File: src/rtl/core/gect_pkg.sv
package gect_pkg;

	// default sizes
	localparam int DEF_TRACKS      = 5;
	localparam int DEF_SAMPLE_BITS = 10;
	localparam int DEF_COUNT_BITS  = 16;

	// fixed item layout
	localparam int SAMPLE_FIELDS = 5;
	localparam int MAX_TRACKS    = 12;
	localparam int WRAP_BITS     = 5;
	localparam int CFG_IDX_BITS  = 2;

	// register reset values
	localparam int HIGH_THR_RST  = 400;
	localparam int LOW_THR_RST   = 300;
	localparam int START_THR_RST = 450;
	localparam int WRAP_THR_RST  = 20;

	typedef enum logic {
		OP_START  = 1'b0,
		OP_SAMPLE = 1'b1
	} opcode_t;

	typedef enum logic [CFG_IDX_BITS-1:0] {
		REG_HIGH_THR  = 2'd0,
		REG_LOW_THR   = 2'd1,
		REG_START_THR = 2'd2,
		REG_WRAP_THR  = 2'd3
	} cfg_reg_t;

	// gray to binary, running xor from the top bit down
	function automatic logic [MAX_TRACKS-1:0] gray_to_bin(input logic [MAX_TRACKS-1:0] g);
		logic [MAX_TRACKS-1:0] b;
		logic                  acc;
		acc = 1'b0;
		b   = '0;
		for (int i = MAX_TRACKS - 1; i >= 0; i--) begin
			acc  = acc ^ g[i];
			b[i] = acc;
		end
		return b;
	endfunction

endpackage

File: src/rtl/core/gray_encoder_change_tracker.sv
// gray-code disc tracker: one item carries an opcode and one adc sample per track
// input channel in_valid/in_ready with opcode and sample_0..sample_4;
// result channel out_valid/out_ready with change_count, changed, direction,
// start_position and now_position
// a start item latches the levels from start_threshold as the initial code and
// clears the change count; a sample item applies high/low hysteresis per track
// configuration is a plain write port (cfg_wr_en, cfg_index, cfg_data); indexes:
// high, low, start, wrap threshold; it is to be written by the user while no item
// is in flight, which the block does not enforce; an accepted item goes to the
// input register, then through the level/decode logic into the result register
// throughput: one item per cycle while out_ready is high (single result register)
// reset clears track levels, start code and counter, and loads the default
// thresholds; no items are held
// when out_ready is low the result holds, the input register still takes one
// more item, and in_ready drops once both registers are full
module gray_encoder_change_tracker #(
	parameter int TRACKS      = gect_pkg::DEF_TRACKS,
	parameter int SAMPLE_BITS = gect_pkg::DEF_SAMPLE_BITS,
	parameter int COUNT_BITS  = gect_pkg::DEF_COUNT_BITS
) (
	input  logic                              clk,
	input  logic                              arst_n,
	input  logic                              cfg_wr_en,
	input  logic [gect_pkg::CFG_IDX_BITS-1:0] cfg_index,
	input  logic [SAMPLE_BITS-1:0]            cfg_data,
	input  logic                              in_valid,
	output logic                              in_ready,
	input  logic                              opcode,
	input  logic [SAMPLE_BITS-1:0]            sample_0,
	input  logic [SAMPLE_BITS-1:0]            sample_1,
	input  logic [SAMPLE_BITS-1:0]            sample_2,
	input  logic [SAMPLE_BITS-1:0]            sample_3,
	input  logic [SAMPLE_BITS-1:0]            sample_4,
	output logic                              out_valid,
	input  logic                              out_ready,
	output logic [COUNT_BITS-1:0]             change_count,
	output logic                              changed,
	output logic                              direction,
	output logic [TRACKS-1:0]                 start_position,
	output logic [TRACKS-1:0]                 now_position
);
	import gect_pkg::*;

	logic [SAMPLE_BITS-1:0]                    high_thr;
	logic [SAMPLE_BITS-1:0]                    low_thr;
	logic [SAMPLE_BITS-1:0]                    start_thr;
	logic [WRAP_BITS-1:0]                      wrap_thr;
	logic                                      valid_s1;
	opcode_t                                   op_s1;
	logic [SAMPLE_FIELDS-1:0][SAMPLE_BITS-1:0] samp_s1;
	logic                                      take;

	gect_cfg #(
		.SAMPLE_BITS(SAMPLE_BITS)
	) u_cfg (
		.clk       (clk),
		.arst_n    (arst_n),
		.cfg_wr_en (cfg_wr_en),
		.cfg_index (cfg_index),
		.cfg_data  (cfg_data),
		.high_thr  (high_thr),
		.low_thr   (low_thr),
		.start_thr (start_thr),
		.wrap_thr  (wrap_thr)
	);

	gect_in_stage #(
		.SAMPLE_BITS(SAMPLE_BITS)
	) u_in (
		.clk      (clk),
		.arst_n   (arst_n),
		.in_valid (in_valid),
		.in_ready (in_ready),
		.opcode   (opcode),
		.sample_0 (sample_0),
		.sample_1 (sample_1),
		.sample_2 (sample_2),
		.sample_3 (sample_3),
		.sample_4 (sample_4),
		.take     (take),
		.valid_s1 (valid_s1),
		.op_s1    (op_s1),
		.samp_s1  (samp_s1)
	);

	gect_core #(
		.TRACKS      (TRACKS),
		.SAMPLE_BITS (SAMPLE_BITS),
		.COUNT_BITS  (COUNT_BITS)
	) u_core (
		.clk            (clk),
		.arst_n         (arst_n),
		.valid_s1       (valid_s1),
		.op_s1          (op_s1),
		.samp_s1        (samp_s1),
		.take           (take),
		.high_thr       (high_thr),
		.low_thr        (low_thr),
		.start_thr      (start_thr),
		.wrap_thr       (wrap_thr),
		.out_valid      (out_valid),
		.out_ready      (out_ready),
		.change_count   (change_count),
		.changed        (changed),
		.direction      (direction),
		.start_position (start_position),
		.now_position   (now_position)
	);

endmodule

File: src/rtl/core/gect_cfg.sv
module gect_cfg #(
	parameter int SAMPLE_BITS = gect_pkg::DEF_SAMPLE_BITS
) (
	input  logic                              clk,
	input  logic                              arst_n,
	input  logic                              cfg_wr_en,
	input  logic [gect_pkg::CFG_IDX_BITS-1:0] cfg_index,
	input  logic [SAMPLE_BITS-1:0]            cfg_data,
	output logic [SAMPLE_BITS-1:0]            high_thr,
	output logic [SAMPLE_BITS-1:0]            low_thr,
	output logic [SAMPLE_BITS-1:0]            start_thr,
	output logic [gect_pkg::WRAP_BITS-1:0]    wrap_thr
);
	import gect_pkg::*;

	logic [SAMPLE_BITS-1:0] high_thr_q;
	logic [SAMPLE_BITS-1:0] low_thr_q;
	logic [SAMPLE_BITS-1:0] start_thr_q;
	logic [WRAP_BITS-1:0]   wrap_thr_q;

	always_ff @(posedge clk or negedge arst_n) begin
		if (!arst_n) begin
			high_thr_q  <= SAMPLE_BITS'(HIGH_THR_RST);
			low_thr_q   <= SAMPLE_BITS'(LOW_THR_RST);
			start_thr_q <= SAMPLE_BITS'(START_THR_RST);
			wrap_thr_q  <= WRAP_BITS'(WRAP_THR_RST);
		end else if (cfg_wr_en) begin
			case (cfg_reg_t'(cfg_index))
				REG_HIGH_THR:  high_thr_q  <= cfg_data;
				REG_LOW_THR:   low_thr_q   <= cfg_data;
				REG_START_THR: start_thr_q <= cfg_data;
				REG_WRAP_THR:  wrap_thr_q  <= cfg_data[WRAP_BITS-1:0];
				default: ;
			endcase
		end
	end

	assign high_thr  = high_thr_q;
	assign low_thr   = low_thr_q;
	assign start_thr = start_thr_q;
	assign wrap_thr  = wrap_thr_q;

endmodule

File: src/rtl/core/gect_in_stage.sv
module gect_in_stage #(
	parameter int SAMPLE_BITS = gect_pkg::DEF_SAMPLE_BITS
) (
	input  logic                                                 clk,
	input  logic                                                 arst_n,
	input  logic                                                 in_valid,
	output logic                                                 in_ready,
	input  logic                                                 opcode,
	input  logic [SAMPLE_BITS-1:0]                               sample_0,
	input  logic [SAMPLE_BITS-1:0]                               sample_1,
	input  logic [SAMPLE_BITS-1:0]                               sample_2,
	input  logic [SAMPLE_BITS-1:0]                               sample_3,
	input  logic [SAMPLE_BITS-1:0]                               sample_4,
	input  logic                                                 take,
	output logic                                                 valid_s1,
	output gect_pkg::opcode_t                                    op_s1,
	output logic [gect_pkg::SAMPLE_FIELDS-1:0][SAMPLE_BITS-1:0] samp_s1
);
	import gect_pkg::*;

	logic                                        valid_q;
	opcode_t                                     op_q;
	logic [SAMPLE_FIELDS-1:0][SAMPLE_BITS-1:0]   samp_q;
	logic                                        load;

	// stage is free when empty or when its item moves on this cycle
	assign in_ready = !valid_q || take;
	assign load     = in_valid && in_ready;

	always_ff @(posedge clk or negedge arst_n) begin
		if (!arst_n) begin
			valid_q <= 1'b0;
		end else if (load) begin
			valid_q <= 1'b1;
		end else if (take) begin
			valid_q <= 1'b0;
		end
	end

	always_ff @(posedge clk) begin
		if (load) begin
			op_q      <= opcode_t'(opcode);
			samp_q[0] <= sample_0;
			samp_q[1] <= sample_1;
			samp_q[2] <= sample_2;
			samp_q[3] <= sample_3;
			samp_q[4] <= sample_4;
		end
	end

	assign valid_s1 = valid_q;
	assign op_s1    = op_q;
	assign samp_s1  = samp_q;

endmodule

File: src/rtl/core/gect_core.sv
module gect_core #(
	parameter int TRACKS      = gect_pkg::DEF_TRACKS,
	parameter int SAMPLE_BITS = gect_pkg::DEF_SAMPLE_BITS,
	parameter int COUNT_BITS  = gect_pkg::DEF_COUNT_BITS
) (
	input  logic                                                 clk,
	input  logic                                                 arst_n,
	input  logic                                                 valid_s1,
	input  gect_pkg::opcode_t                                    op_s1,
	input  logic [gect_pkg::SAMPLE_FIELDS-1:0][SAMPLE_BITS-1:0] samp_s1,
	output logic                                                 take,
	input  logic [SAMPLE_BITS-1:0]                               high_thr,
	input  logic [SAMPLE_BITS-1:0]                               low_thr,
	input  logic [SAMPLE_BITS-1:0]                               start_thr,
	input  logic [gect_pkg::WRAP_BITS-1:0]                       wrap_thr,
	output logic                                                 out_valid,
	input  logic                                                 out_ready,
	output logic [COUNT_BITS-1:0]                                change_count,
	output logic                                                 changed,
	output logic                                                 direction,
	output logic [TRACKS-1:0]                                    start_position,
	output logic [TRACKS-1:0]                                    now_position
);
	import gect_pkg::*;

	localparam int CMP_BITS = (TRACKS > WRAP_BITS) ? TRACKS : WRAP_BITS;

	// running state
	logic [TRACKS-1:0]     track_q;
	logic [TRACKS-1:0]     start_q;
	logic [COUNT_BITS-1:0] count_q;

	// result register
	logic                  out_valid_q;
	logic [COUNT_BITS-1:0] count_res_q;
	logic                  changed_q;
	logic                  dir_q;
	logic [TRACKS-1:0]     spos_q;
	logic [TRACKS-1:0]     npos_q;

	logic [TRACKS-1:0]     start_lv;
	logic [TRACKS-1:0]     hyst_lv;
	logic                  is_sample;
	logic [TRACKS-1:0]     track_nx;
	logic [TRACKS-1:0]     start_nx;
	logic [COUNT_BITS-1:0] count_nx;
	logic                  changed_nx;
	logic [TRACKS-1:0]     spos_nx;
	logic [TRACKS-1:0]     npos_nx;
	logic                  neg;
	logic [TRACKS-1:0]     mag;
	logic                  wrapped;
	logic                  dir_nx;

	genvar t;
	generate
		for (t = 0; t < TRACKS; t++) begin : g_track
			logic [SAMPLE_BITS-1:0] s;
			// tracks past the sample fields read zero
			if (t < SAMPLE_FIELDS) begin : g_has
				assign s = samp_s1[t];
			end else begin : g_none
				assign s = '0;
			end
			assign start_lv[t] = (s > start_thr);
			assign hyst_lv[t]  = (s > high_thr) ? 1'b1 :
			                     (s < low_thr)  ? 1'b0 : track_q[t];
		end
	endgenerate

	always_comb begin
		is_sample  = (op_s1 == OP_SAMPLE);
		changed_nx = is_sample && (hyst_lv != track_q);
		track_nx   = is_sample ? hyst_lv : start_lv;
		start_nx   = is_sample ? start_q : start_lv;
		if (!is_sample) begin
			count_nx = '0;
		end else if (changed_nx && (count_q != {COUNT_BITS{1'b1}})) begin
			count_nx = count_q + COUNT_BITS'(1);
		end else begin
			count_nx = count_q;
		end
		spos_nx = TRACKS'(gray_to_bin(MAX_TRACKS'(start_nx)));
		npos_nx = TRACKS'(gray_to_bin(MAX_TRACKS'(track_nx)));
		neg     = (spos_nx < npos_nx);
		mag     = neg ? (npos_nx - spos_nx) : (spos_nx - npos_nx);
		wrapped = (CMP_BITS'(mag) > CMP_BITS'(wrap_thr));
		// past the wrap gap the sense of the difference flips
		dir_nx  = wrapped ? neg : !neg;
	end

	assign take = valid_s1 && (!out_valid_q || out_ready);

	always_ff @(posedge clk or negedge arst_n) begin
		if (!arst_n) begin
			out_valid_q <= 1'b0;
			track_q     <= '0;
			start_q     <= '0;
			count_q     <= '0;
		end else begin
			if (take) begin
				out_valid_q <= 1'b1;
				track_q     <= track_nx;
				start_q     <= start_nx;
				count_q     <= count_nx;
			end else if (out_ready) begin
				out_valid_q <= 1'b0;
			end
		end
	end

	always_ff @(posedge clk) begin
		if (take) begin
			count_res_q <= count_nx;
			changed_q   <= changed_nx;
			dir_q       <= dir_nx;
			spos_q      <= spos_nx;
			npos_q      <= npos_nx;
		end
	end

	assign out_valid      = out_valid_q;
	assign change_count   = count_res_q;
	assign changed        = changed_q;
	assign direction      = dir_q;
	assign start_position = spos_q;
	assign now_position   = npos_q;

endmodule

File: config.mk
export PLATFORM = sky130hd
export DESIGN_NAME = gray_encoder_change_tracker
export DESIGN_NICKNAME = d
export VERILOG_FILES = /design/src/rtl/core/gect_pkg.sv /design/src/rtl/core/gray_encoder_change_tracker.sv /design/src/rtl/core/gect_cfg.sv /design/src/rtl/core/gect_in_stage.sv /design/src/rtl/core/gect_core.sv
export SDC_FILE = /design/constraint.sdc
export NUM_CORES = 1
export LEC_CHECK = 0
export ABC_AREA = 1
export ABC_CLOCK_PERIOD_IN_PS = 5600
export BUFFER_PORTS_ARGS = -buffer_cell sky130_fd_sc_hd__buf_2
export CAP_MARGIN = 20
export CORE_MARGIN = 2
export CORE_UTILIZATION = 41
export DETAILED_ROUTE_END_ITERATION = 10
export GPL_TIMING_DRIVEN = 1
export REMOVE_ABC_BUFFERS = 1
export SLEW_MARGIN = 20
export SYNTH_ARGS = -nofsm -noshare
export SYNTH_HDL_FRONTEND = slang
export SYNTH_HIERARCHICAL = 1
export SYNTH_SLANG_ARGS = --single-unit
File: constraint.sdc
create_clock -name clk -period 5.6 [get_ports clk]
set_input_delay 0 -clock clk [delete_from_list [all_inputs] [get_ports clk]]
set_output_delay 0 -clock clk [all_outputs]
set_load 0.005 [all_outputs]
==> impl_results.md <==
* Highest Clock Rate at 0.203 GHz
* Count of pins over their slew limit at 0
* Fin. Hold Viols at 0
* Critical path required time at a little under 6 ns
* Hold slack at between 0.03 and 0.04 ns
* Worst R2R Path Depth at 26
* Yosys warnings at 6
* Ports at 98
* Static leakage at just under 0.006 uW
* Post-cts gate resize count at 0
* Wirelength, routed at approximately 27000 um
* Non-Filler Instances at about 1.7k
* Drt drc at 0
* Via count at approximately 8.4k
* Post-Synth XOR/XNOR Area at less than 1%
* Clock Latency Late Sink at 0.43 ns
* CP max FO at 5
* Crit path time final at between 4 and 5 ns
* Row count at 57
* Min-delay src: cfg_index[0]
* Setup TNS at 0 ns
* Worst reg2reg setup slack at between 0.6 and 0.7 ns
* Max clock buf depth at 2
* Unrepaired setup endpoints after global routing: no
* PwrDens at around 360 mW/mm^2
* Vias per inst at 5.05
* Starting Density at between 40 and 50%
* DR WL/cell at approximately 16 um
* Critical Path Slowest Stage Cell: dfstp_2
* Hold EP: u_cfg/wrap_thr[2]$_DFFE_PN1P_
* Clock buffer count from CTS at 17
* HPWL Detailed at 19500 um
* Ant. Diodes at 0
* CP arrival at roughly 5.1 ns
* Post CTS Setup Buffer Count at 0
* Reg2reg end: u_core/direction$_DFFE_PP_
* Avg Inst Size Synth at 8.59 um^2
* Mux share of post-synthesis cell area at less than 1%
* Status: finished clean
* Syn-to-layout area delta at 20.1%
* Synth Area in Adders at between 20% and 30%
* Worst hold path class: in -> reg
* First-pass GRT wire length at roughly 43000 um
* Die area at 0.0258 mm^2
* Max-cap violation count at 0
* Die H at between 150 and 200 um
* Initial antenna violation count at 0
* Pre-antenna DRT Iters at 5
* First DRT Iteration DRCs at between 600 and 700
* RePlAce Congestion at ~0.9
* Rel. slew slack at between 30 and 40%
* Vias in the first global route at 8195
* Post-synthesis compound-gate area fraction at 6.92%
* CTS tree: done
* Most common cell after layout, fill and taps aside: nand2_1
* Pin count of the biggest net entering global routing at 64
* Reg2reg start: u_cfg/start_thr[7]$_DFFE_PN1P_
* Fin crit share at about nine tenths
* Worst-path clk slew at about 0.070 ns
* Area of the core at between 0.02 and 0.025 mm^2
* Final Total Pwr at between 4000 and 5000 uW
* Most frequent CP cell: nand2_1
* Leading cell types in the layout, fill and taps excluded: 330 x nand2_1, 160 x ha_1, 137 x inv_1
* Worst vdd ir at between 200 and 250 uV
* Tot GR Track Use at about 22%
* Least-Margin Pin Slew at just over 0.9 ns
* Clock skew at about 0.012 ns
* Largest family of logic cells by synthesized area: simple AND/OR/NAND/NOR gates
* Netlist cell types at between 40 and 50
* Share of cells above drive strength 1 at between 10% and 20%
* Total gr overflow at 0
* Register area share after synthesis at between 30% and 40%
* CP peak stage delay at between 0.5 and 0.6 ns
* Worst Hold Depth at 3
* Number of nets in the layout at around 1.6k
* CP Class: reg -> reg
* H-tree depth at 4
* Final core utilization at 49.9%
* Number of synthesized register bits at about 140
* Cells after DPL at ~1.6k
* Clock Tree Root: clkbuf_16
* Post-synthesis simple-gate area fraction at between 20% and 30%
* CTS Sinks at about 140
* Cells after Synth at between 1k and 1.5k
* CP Launch Type: flop
* Worst setup EP type: flop
* Post-synthesis instance area at approximately 0.01 mm^2
* IO Port Bufs at just under 100
* Setup violators final at 0
* Fillcell total at 2273
* Die Wd at around 160 um
* Post-DRT Antenna Nets at 0
==> final cells by class <==
| type | count | area (um^2) | share of cell area, % |
|---|---|---|---|
| inverters | 142 | 533 | 4.42 |
| well taps | 324 | 405 | 3.36 |
| flip-flops and latches | 142 | 3970 | 32.9 |
| clock inverters | 14 | 164 | 1.36 |
| clock buffers | 18 | 429 | 3.56 |
| multi-input cells | 863 | 5410 | 44.8 |
| repair buffers | 166 | 1170 | 9.66 |
==> cell families (layout without fill, tap and decap cells) <==
group	count (synthesis)	in the layout
buffers and inverters	165	340
muxes	2	2
adders and majority gates	162	162
xor gates and xnor gates	6	6
AOI/OAI and AO/OA	122	122
DFF	142	142
and+or+nand+nor	571	571
==> routing by layer <==
metal  global-route usage [%]  share of wire, %  vias up
met5                        0                 0        -
met4                     6.55               1.8        0
met3                     2.94               4.4       32
met2                     35.8                47      184
met1                     29.3                47     3929
li1                         -                 -     4279
==> timing repair <==
action,4_1_cts,5_1_grt
hold buffers,65,0
endpoints found under the hold margin,138,0
endpoints found under the setup margin,0,0
==> critical path, delay by kind of cell, from the launching register on <==
kind                     cells  cell delay, ns
XOR/XNOR                     2            0.26
buffers and inverters        4            0.39
AND/OR/NAND/NOR             10            1.03
AO/OA/AOI/OAI                6            1.24
adder cells (fa/ha/maj)      4            1.22
flip-flops                   1            0.54
==> worst max-delay path by stage <==
stage / start / endpoint / slack [ns] / cells past startpoint
after floorplan: u_core/out_valid$_DFFE_PN0P_ / u_in/op_s1$_DFFE_PP_ / 0.93 / 5
after global placement: u_cfg/start_thr[7]$_DFFE_PN1P_ / u_core/direction$_DFFE_PP_ / 0.84 / 24
after detailed placement: u_cfg/start_thr[7]$_DFFE_PN1P_ / u_core/direction$_DFFE_PP_ / 0.77 / 26
after CTS: u_cfg/start_thr[7]$_DFFE_PN1P_ / u_core/direction$_DFFE_PP_ / 0.71 / 24
after global routing: u_cfg/start_thr[6]$_DFFE_PN1P_ / u_core/direction$_DFFE_PP_ / 0.23 / 27
final: u_cfg/start_thr[7]$_DFFE_PN1P_ / u_core/direction$_DFFE_PP_ / 0.67 / 26
==> sequential cells by signal (all words and copies together) (netlist names) <==
name                   count
u_cfg/high_thr            10
u_cfg/low_thr             10
u_cfg/start_thr           10
u_cfg/wrap_thr             5
u_core/change_count       16
u_core/changed             1
u_core/count_q            16
u_core/direction           1
u_core/now_position        5
u_core/out_valid           1
u_core/start_position      5
u_core/start_q             5
u_core/track_q             5
u_in/op_s1                 1
u_in/samp_s1              50
u_in/valid_s1              1
==> cells in the mapped netlist <==
library cell | n | area share (%)
buf_6 | 5 | 0.56
nand4_1 | 51 | 3.2
o21ai_1 | 7 | 0.35
nand2_2 | 16 | 1.0
buf_2 | 7 | 0.35
nor4_1 | 3 | 0.19
nor2_1 | 69 | 2.6
nand3b_1 | 2 | 0.15
o21a_1 | 2 | 0.15
o21ai_2 | 2 | 0.17
nand2_1 | 330 | 12
o211ai_1 | 5 | 0.37
mux2_2 | 1 | 0.11
inv_1 | 137 | 5.1
mux2i_1 | 1 | 0.10
o2111ai_1 | 2 | 0.17
fa_1 | 2 | 0.40
ha_1 | 160 | 20
o22ai_1 | 1 | 0.062
nor3_1 | 8 | 0.40
a21oi_4 | 1 | 0.16
nor3_2 | 1 | 0.10
dfstp_2 | 13 | 3.4
a21o_1 | 11 | 0.82
o21ai_0 | 35 | 1.7
o21bai_1 | 5 | 0.37
nand3_2 | 6 | 0.60
inv_2 | 4 | 0.15
nor2_4 | 3 | 0.34
nand2_4 | 1 | 0.11
clkinv_1 | 1 | 0.037
nand3_1 | 68 | 3.4
xor2_1 | 5 | 0.44
buf_4 | 6 | 0.45
nor2_2 | 7 | 0.44
nand3_4 | 5 | 0.87
xnor2_1 | 1 | 0.087
or2_2 | 1 | 0.062
dfrtp_1 | 50 | 12
a21oi_1 | 51 | 2.5
clkbuf_1 | 5 | 0.19
edfxtp_1 | 79 | 24
==> metrics by stage <==
step           instance area, um^2  setup WS (ns)
2_1_floorplan                 9890          0.932
3_3_place_gp                 10800          0.836
3_5_place_dp                 10800          0.767
4_1_cts                      12100          0.713
5_1_grt                      12100          0.234
6_report                     12100          0.672
==> where the power goes <==
part	total [uW]	switching [uW]	internal, uW
clock network	1160	521	641
logic	1810	1110	695
registers	1430	111	1310
Note: power is estimated with default switching activity, not from simulation.
